### config.mk
export PLATFORM = sky130hd
export DESIGN_NAME = pfa_ctrl
export DESIGN_NICKNAME = d
export VERILOG_FILES = /design/src/sv/pfa_pkg.sv /design/src/sv/pfa_ctrl.sv
export SDC_FILE = /design/constraint.sdc
export NUM_CORES = 1
export LEC_CHECK = 0
export BUFFER_PORTS_ARGS = -buffer_cell sky130_fd_sc_hd__clkbuf_2
export CORE_MARGIN = 2
export CORE_UTILIZATION = 60
export CTS_CLUSTER_SIZE = 24
export DETAILED_ROUTE_END_ITERATION = 10
export MAX_ROUTING_LAYER = met4
export PLACE_DENSITY = 0.9
export SLEW_MARGIN = 40
export SYNTH_ARGS = -nofsm -noshare
export SYNTH_HDL_FRONTEND = slang
export SYNTH_SLANG_ARGS = --single-unit
### constraint.sdc
create_clock -name clk -period 4.05 [get_ports clk]
set_input_delay 0.81 -clock clk [delete_from_list [all_inputs] [get_ports clk]]
set_output_delay 0.81 -clock clk [all_outputs]
set_load 0.02 [all_outputs]
### src/sv/pfa_pkg.sv
// Shared types, codes and constants of the paged element allocator.
package pfa_pkg;

    localparam int ADDR_W      = 64;
    localparam int ESZ_W       = 16;
    localparam int SHIFT_W     = 5;
    localparam int CFG_INDEX_W = 2;
    localparam int DW          = 21;
    localparam int DCW         = 5;

    localparam logic [SHIFT_W-1:0] SHIFT_MIN = 5'd4;
    localparam logic [SHIFT_W-1:0] SHIFT_MAX = 5'd20;
    localparam logic [ESZ_W-1:0]   ELEM_MIN  = 16'd4;

    localparam logic [1:0] OP_ALLOC   = 2'd0;
    localparam logic [1:0] OP_FREE    = 2'd1;
    localparam logic [1:0] OP_RELEASE = 2'd2;

    localparam logic [1:0] ST_OK      = 2'd0;
    localparam logic [1:0] ST_NOPAGE  = 2'd1;
    localparam logic [1:0] ST_NOEMPTY = 2'd2;

    localparam logic [CFG_INDEX_W-1:0] CFG_BASE  = 2'd0;
    localparam logic [CFG_INDEX_W-1:0] CFG_SHIFT = 2'd1;

    typedef enum logic [5:0] {
        S_IDLE,
        S_AL_HEAD,
        S_AL_DIV,
        S_AL_CAP,
        S_AL_POOL,
        S_AL_SETUP,
        S_SERVE,
        S_LINK,
        S_USED,
        S_MUL,
        S_ADDR,
        S_FR_SUB,
        S_FR_PAGE,
        S_FR_CHK0,
        S_FR_DIV,
        S_FR_CHK,
        S_FR_UPD,
        S_FR_EMPTY,
        S_RL_HEAD,
        S_RL_POOL,
        S_RL_ADDR,
        S_RM_RD,
        S_RM_PV,
        S_RM_NX,
        S_RM_CLR,
        S_IN_HEAD,
        S_IN_RD,
        S_IN_P,
        S_IN_H,
        S_IN_N,
        S_FAIL,
        S_DONE
    } state_t;

    typedef struct packed {
        state_t step;
        logic   accept;
        logic   load;
    } cmd_t;

    typedef struct packed {
        logic head_nil;
        logic div_busy;
        logic cap_zero;
        logic bump_left;
        logic chain_ok;
        logic bump_ok;
        logic now_full;
        logic out_range;
        logic page_idle;
        logic idx_bad;
        logic last_elem;
        logic was_full;
    } sts_t;

endpackage

### src/sv/pfa_ctrl.sv
// Controller: sequences each operation as steps on the datapath.
module pfa_ctrl
(
    input  logic          clk,
    input  logic          rst_n,
    input  logic          in_valid,
    input  logic [1:0]    operation,
    output logic          in_ready,
    output logic          out_valid,
    input  logic          out_ready,
    input  pfa_pkg::sts_t sts,
    output pfa_pkg::cmd_t cmd
);

    pfa_pkg::state_t state_reg;
    pfa_pkg::state_t state_next;
    pfa_pkg::state_t ret_reg;
    pfa_pkg::state_t ret_next;
    logic            ov_reg;
    logic            ov_next;

    always_ff @(posedge clk or negedge rst_n)
    begin
        if (!rst_n)
        begin
            state_reg <= pfa_pkg::S_IDLE;
            ret_reg   <= pfa_pkg::S_IDLE;
            ov_reg    <= 1'b0;
        end
        else
        begin
            state_reg <= state_next;
            ret_reg   <= ret_next;
            ov_reg    <= ov_next;
        end
    end

    always_comb
    begin
        state_next = state_reg;
        ret_next   = ret_reg;
        in_ready   = 1'b0;
        cmd.step   = state_reg;
        cmd.accept = 1'b0;
        cmd.load   = 1'b0;
        ov_next    = (ov_reg && out_ready) ? 1'b0 : ov_reg;
        case (state_reg)
            pfa_pkg::S_IDLE:
            begin
                in_ready = 1'b1;
                if (in_valid)
                begin
                    cmd.accept = 1'b1;
                    case (operation)
                        pfa_pkg::OP_ALLOC:   state_next = pfa_pkg::S_AL_HEAD;
                        pfa_pkg::OP_FREE:    state_next = pfa_pkg::S_FR_SUB;
                        pfa_pkg::OP_RELEASE: state_next = pfa_pkg::S_RL_HEAD;
                        default:             state_next = pfa_pkg::S_DONE;
                    endcase
                end
            end
            pfa_pkg::S_AL_HEAD:
            begin
                state_next = sts.head_nil ? pfa_pkg::S_AL_DIV : pfa_pkg::S_SERVE;
            end
            pfa_pkg::S_AL_DIV:
            begin
                if (!sts.div_busy)
                begin
                    state_next = pfa_pkg::S_AL_CAP;
                end
            end
            pfa_pkg::S_AL_CAP:
            begin
                state_next = sts.cap_zero ? pfa_pkg::S_FAIL : pfa_pkg::S_AL_POOL;
            end
            pfa_pkg::S_AL_POOL:
            begin
                if (!sts.head_nil)
                begin
                    state_next = pfa_pkg::S_RM_RD;
                    ret_next   = pfa_pkg::S_AL_SETUP;
                end
                else if (sts.bump_left)
                begin
                    state_next = pfa_pkg::S_AL_SETUP;
                end
                else
                begin
                    state_next = pfa_pkg::S_FAIL;
                end
            end
            pfa_pkg::S_AL_SETUP:
            begin
                state_next = pfa_pkg::S_IN_HEAD;
                ret_next   = pfa_pkg::S_SERVE;
            end
            pfa_pkg::S_SERVE:
            begin
                if (sts.chain_ok)
                begin
                    state_next = pfa_pkg::S_LINK;
                end
                else if (sts.bump_ok)
                begin
                    state_next = pfa_pkg::S_USED;
                end
                else
                begin
                    state_next = pfa_pkg::S_FAIL;
                end
            end
            pfa_pkg::S_LINK:
            begin
                state_next = pfa_pkg::S_USED;
            end
            pfa_pkg::S_USED:
            begin
                if (sts.now_full)
                begin
                    state_next = pfa_pkg::S_RM_RD;
                    ret_next   = pfa_pkg::S_MUL;
                end
                else
                begin
                    state_next = pfa_pkg::S_MUL;
                end
            end
            pfa_pkg::S_MUL:
            begin
                state_next = pfa_pkg::S_ADDR;
            end
            pfa_pkg::S_ADDR:
            begin
                state_next = pfa_pkg::S_DONE;
            end
            pfa_pkg::S_FR_SUB:
            begin
                state_next = pfa_pkg::S_FR_PAGE;
            end
            pfa_pkg::S_FR_PAGE:
            begin
                state_next = sts.out_range ? pfa_pkg::S_DONE : pfa_pkg::S_FR_CHK0;
            end
            pfa_pkg::S_FR_CHK0:
            begin
                state_next = sts.page_idle ? pfa_pkg::S_DONE : pfa_pkg::S_FR_DIV;
            end
            pfa_pkg::S_FR_DIV:
            begin
                if (!sts.div_busy)
                begin
                    state_next = pfa_pkg::S_FR_CHK;
                end
            end
            pfa_pkg::S_FR_CHK:
            begin
                state_next = sts.idx_bad ? pfa_pkg::S_DONE : pfa_pkg::S_FR_UPD;
            end
            pfa_pkg::S_FR_UPD:
            begin
                if (sts.last_elem && !sts.was_full)
                begin
                    state_next = pfa_pkg::S_RM_RD;
                    ret_next   = pfa_pkg::S_FR_EMPTY;
                end
                else if (sts.was_full)
                begin
                    state_next = pfa_pkg::S_IN_HEAD;
                    ret_next   = pfa_pkg::S_DONE;
                end
                else
                begin
                    state_next = pfa_pkg::S_DONE;
                end
            end
            pfa_pkg::S_FR_EMPTY:
            begin
                state_next = pfa_pkg::S_IN_HEAD;
                ret_next   = pfa_pkg::S_DONE;
            end
            pfa_pkg::S_RL_HEAD:
            begin
                if (sts.head_nil)
                begin
                    state_next = pfa_pkg::S_DONE;
                end
                else
                begin
                    state_next = pfa_pkg::S_RM_RD;
                    ret_next   = pfa_pkg::S_RL_POOL;
                end
            end
            pfa_pkg::S_RL_POOL:
            begin
                state_next = pfa_pkg::S_IN_HEAD;
                ret_next   = pfa_pkg::S_RL_ADDR;
            end
            pfa_pkg::S_RL_ADDR:
            begin
                state_next = pfa_pkg::S_DONE;
            end
            pfa_pkg::S_RM_RD:
            begin
                state_next = pfa_pkg::S_RM_PV;
            end
            pfa_pkg::S_RM_PV:
            begin
                state_next = pfa_pkg::S_RM_NX;
            end
            pfa_pkg::S_RM_NX:
            begin
                state_next = pfa_pkg::S_RM_CLR;
            end
            pfa_pkg::S_RM_CLR:
            begin
                state_next = ret_reg;
            end
            pfa_pkg::S_IN_HEAD:
            begin
                state_next = sts.head_nil ? ret_reg : pfa_pkg::S_IN_RD;
            end
            pfa_pkg::S_IN_RD:
            begin
                state_next = pfa_pkg::S_IN_P;
            end
            pfa_pkg::S_IN_P:
            begin
                state_next = pfa_pkg::S_IN_H;
            end
            pfa_pkg::S_IN_H:
            begin
                state_next = pfa_pkg::S_IN_N;
            end
            pfa_pkg::S_IN_N:
            begin
                state_next = ret_reg;
            end
            pfa_pkg::S_FAIL:
            begin
                state_next = pfa_pkg::S_DONE;
            end
            pfa_pkg::S_DONE:
            begin
                if (!ov_reg || out_ready)
                begin
                    cmd.load   = 1'b1;
                    ov_next    = 1'b1;
                    state_next = pfa_pkg::S_IDLE;
                end
            end
            default:
            begin
                state_next = pfa_pkg::S_IDLE;
            end
        endcase
    end

    assign out_valid = ov_reg;

`ifndef ASSERT_OFF
    a_no_overwrite: assert property (@(posedge clk) disable iff (!rst_n)
        (cmd.load && ov_reg) |-> out_ready)
        else $error("pending transaction overwritten");

    a_accept_leaves_idle: assert property (@(posedge clk) disable iff (!rst_n)
        (in_valid && in_ready) |=> (state_reg != pfa_pkg::S_IDLE))
        else $error("accepted transaction not started");

    a_load_sets_valid: assert property (@(posedge clk) disable iff (!rst_n)
        cmd.load |=> out_valid)
        else $error("result not presented");

    a_div_exit: assert property (@(posedge clk) disable iff (!rst_n)
        ((state_reg == pfa_pkg::S_AL_DIV) && !sts.div_busy) |=>
        (state_reg == pfa_pkg::S_AL_CAP))
        else $error("divider wait not left");
`endif

endmodule

==> summary.log <==
qor: global_route.antenna_found_initial 0
qor: logic_synthesis.synthCells 192
qor: power.design_power_total 1360 uW
qor: cells_and_area.mostFrequentLayoutCell sky130_fd_sc_hd__clkbuf_2
qor: logic_synthesis.async_reset_ff_share 100%
qor: sta.clock_skew 2.27 ps
qor: sta.hold_viol_final 0
qor: cells_and_area.area_overhead_vs_synth 7.20%
qor: logic_synthesis.synth_flop_cell sky130_fd_sc_hd__dfrtp_1
qor: floorplan.num_rows 17
qor: worst_setup_path.reg2reg_setup_slack 1820 ps
qor: worst_setup_path.setup.worst_path.end_class output port
qor: routing.route.antenna.remaining_nets 0
qor: sta.slew_headroom 60.8%
qor: worst_setup_path.rr_endpoint state_reg[4]
qor: routing.drt_drc_violations_left 0
qor: sta.tightestPinTransition 573 ps
qor: floorplan.design.core.area 0.00223 sq mm
qor: sta.totalNegativeSetupSlack 0 ps
qor: clocking.root_buffer sky130_fd_sc_hd__clkbuf_4
qor: clocking.cts.sinks 11
qor: clocking.tritoncts_clock_tree yes
qor: logic_synthesis.synth_sequential_area_ratio 19.1%
qor: cells_and_area.post-route-cell-area 0.00155 sq mm
qor: floorplan.initial_utilization 64.5%
qor: worst_setup_path.critical_path.reg2reg.startpoint state_reg[3]
qor: sta.final-setup-viol-count 0
qor: routing.vias_per_cell 6.86
qor: floorplan.floorplan.die.width 53.0 um
qor: routing.first_pass_iters 4
qor: worst_setup_path.timing.critical_path.from state_reg[1]
qor: sta.number_of_slew_limit_violations_in_the_final_report 0
qor: routing.totalWireLength 4.15 mm
qor: worst_setup_path.worst-endpoint-arrival 1870 ps
qor: floorplan.chipHeight 53.0 um
qor: logic_synthesis.synth_warnings 0
qor: logic_synthesis.yosysUniqueCellTypes 63
qor: global_route.overflow 0
qor: cells_and_area.drive_gt1_share 21.5%
qor: power.power.share.combinational 75.3%
qor: worst_hold_path.timing.hold.worst.class in -> async
qor: sta.final.period_utilization 66.1%
qor: logic_synthesis.syn_avg_cell_area 7.51 sq um
qor: power.cellPowerDensity 883 mW/mm^2
qor: worst_setup_path.path_max_fanout 14
qor: clocking.ctsHtreeMaxLevel 1
qor: worst_setup_path.crit_end cmd[1]
qor: flow_run.maxCapViolations 0
qor: sta.period_needed 2680 ps
qor: power.seq_power_share 19.1%
qor: clocking.worstSkewPairLatency 270 ps
qor: clocking.cts_max_path_buffers 2
qor: worst_setup_path.timing.setup.critical_path_class reg -> out
qor: logic_synthesis.ys_seq_elements 11
qor: global_route.groute.usage.overall 33.9%
qor: logic_synthesis.synth.cell_area 0.00144 sq mm
qor: power.cell_internal_power_dissipation 610 uW
qor: cells_and_area.layout_common_cells 26 x sky130_fd_sc_hd__clkbuf_2, 15 x sky130_fd_sc_hd__nor2_1, 13 x sky130_fd_sc_hd__nand2_1, 12 x sky130_fd_sc_hd__nand2b_1, 10 x sky130_fd_sc_hd__dfrtp_1
qor: global_route.grt_first_pass_wirelength 6.73 mm
qor: clocking.post_cts.repair.setup_buffers 0
qor: floorplan.io-pin-count 28
qor: place.placed_area 0.00152 sq mm
qor: worst_setup_path.required 3240 ps
qor: place.post-dp-hpwl 3.05 mm
qor: clocking.cts_resized 0
qor: power.p_switching 755 uW
qor: power.peakVddDrop 0.850 mV
qor: place.portbufs 26
qor: run_status.run_status complete, no violations
qor: routing.routed-via-count 1599
qor: global_route.grt_start_max_net_pins 38
qor: routing.drt_first_iter_violations 89
qor: logic_synthesis.synth_enable_flop_cells 0
qor: sta.clock.fmax 374 MHz
qor: cells_and_area.antenna-diode-count 0
qor: power.share_clk_of_total_power 5.5%
qor: clocking.cts-hold-fix-buffers 0
qor: place.gp_weighted_congestion 0.981
qor: cells_and_area.nFillCells 185
qor: sta.rsz0062_at_grt no
qor: floorplan.die_area 0.00281 sq mm
qor: sta.fin_worst_hold_slack 391 ps
qor: power.netSwitchingFraction 55.3%
qor: cells_and_area.fin_nets 224
qor: power.leakage 0.000629 uW
qor: routing.detail_route.wl_per_cell 17.8 um
qor: worst_setup_path.startpoint_type flip-flop
qor: clocking.cts_inserted_buffers 3
qor: clocking.clock_transition_at_path_regs 70 ps
qor: global_route.via_count_of_the_first_global_routing_pass 1390
qor: logic_synthesis.synth_nets 210
qor: worst_setup_path.r2r.worst_path.cells 6
-- power by group through the flow --
| stage | clock network (uW) | logic (uW) | registers (uW) |
|---|---|---|---|
| finish | 75.5 | 1030 | 261 |
| global route | 84.9 | 1110 | 271 |
| CTS | 78.4 | 1010 | 255 |
| detailed placement | 0 | 1000 | 258 |
| global placement | 0 | 971 | 251 |
| floorplan | 0 | 838 | 233 |
-- logic make-up (layout without fill, tap and decap cells) --
kind of cell | Yosys count | count (layout) | share of synthesized area, %
DFF | 11 | 11 | 19.1
xor gates and xnor gates | 1 | 1 | 0.608
AOI/OAI and AO/OA | 64 | 64 | 34.1
buffers and inverters | 28 | 41 | 10.2
other | 1 | 1 | 0.260
muxes | 3 | 3 | 2.17
and+or+nand+nor | 84 | 84 | 33.6
-- stage by stage --
| stage | util [%] | std cells | setup slack [ps] |
|---|---|---|---|
| after floorplan | - | 192 | 1330 |
| after global placement | 67.9 | 229 | 1620 |
| after detailed placement | 67.9 | 229 | 1550 |
| after CTS | 69.1 | 233 | 1250 |
| after global routing | 69.2 | 233 | 1290 |
| final | 69.2 | 233 | 1370 |
-- layout make-up --
class	count	area (sq um)	area share, %
clock buffer	3	22.5	1.46
clock inverter	1	5.00	0.324
inverter	7	26.3	1.70
multi-input combinational	153	1020	66.0
sequential	11	277	17.9
tap	28	35.0	2.27
timing repair buffer	30	160	10.4
-- how the worst min path moves through the flow --
stage | from | to | slack, ps | cells after the start
floorplan | ret_reg[3] | ret_reg[3] | 460 | 1
global placement | ret_reg[3] | ret_reg[3] | 470 | 1
detailed placement | ret_reg[3] | ret_reg[3] | 480 | 1
CTS | rst_n | ret_reg[3] | 400 | 1
global route | rst_n | ret_reg[1] | 410 | 1
finish | rst_n | state_reg[0] | 390 | 1
-- worst max-delay path, cell delays in order, from the launching register on --
cell and delay [ps]:
sky130_fd_sc_hd__dfrtp_1 510, sky130_fd_sc_hd__or3_1 540, sky130_fd_sc_hd__nor3_1 220, sky130_fd_sc_hd__and2_1 160, sky130_fd_sc_hd__clkbuf_2 160
-- layer usage --
| metal | wire length, um | track usage (%) | part of all wire (%) |
|---|---|---|---|
| met5 | 0 | - | 0 |
| met4 | 94 | 13.7 | 2.3 |
| met3 | 400 | 6.78 | 9.6 |
| met2 | 2000 | 51.0 | 48 |
| met1 | 1660 | 44.6 | 40 |
-- synthesized netlist by cell type, drive strengths merged, types with 2 or more instances --
library cell | n | area share (%)
buf | 17 | 7.2
o311ai | 2 | 1.7
a31o | 2 | 1.2
and2 | 2 | 0.87
nand4b | 2 | 1.2
or4b | 2 | 1.4
o21a | 2 | 1.0
nor3 | 3 | 1.0
o32ai | 2 | 1.7
dfrtp | 11 | 19
a2111oi | 2 | 1.2
nor4 | 4 | 1.7
o22ai | 4 | 1.7
a22oi | 2 | 1.0
inv | 7 | 1.8
o211ai | 3 | 1.6
a41oi | 3 | 1.8
a21oi | 9 | 3.1
nand2 | 13 | 3.4
mux2i | 2 | 1.4
nor3b | 4 | 2.1
o21bai | 2 | 1.0
a211oi | 3 | 1.9
or3 | 2 | 0.87
clkbuf | 4 | 1.1
nand3b | 3 | 1.6
nand3 | 6 | 2.1
nor2b | 7 | 3.0
nor2 | 15 | 3.9
a31oi | 5 | 2.2
nor4bb | 3 | 2.1
nand2b | 12 | 5.2
a21o | 2 | 1.0
o21ai | 11 | 3.8
Note: power is estimated with default switching activity, not from simulation.
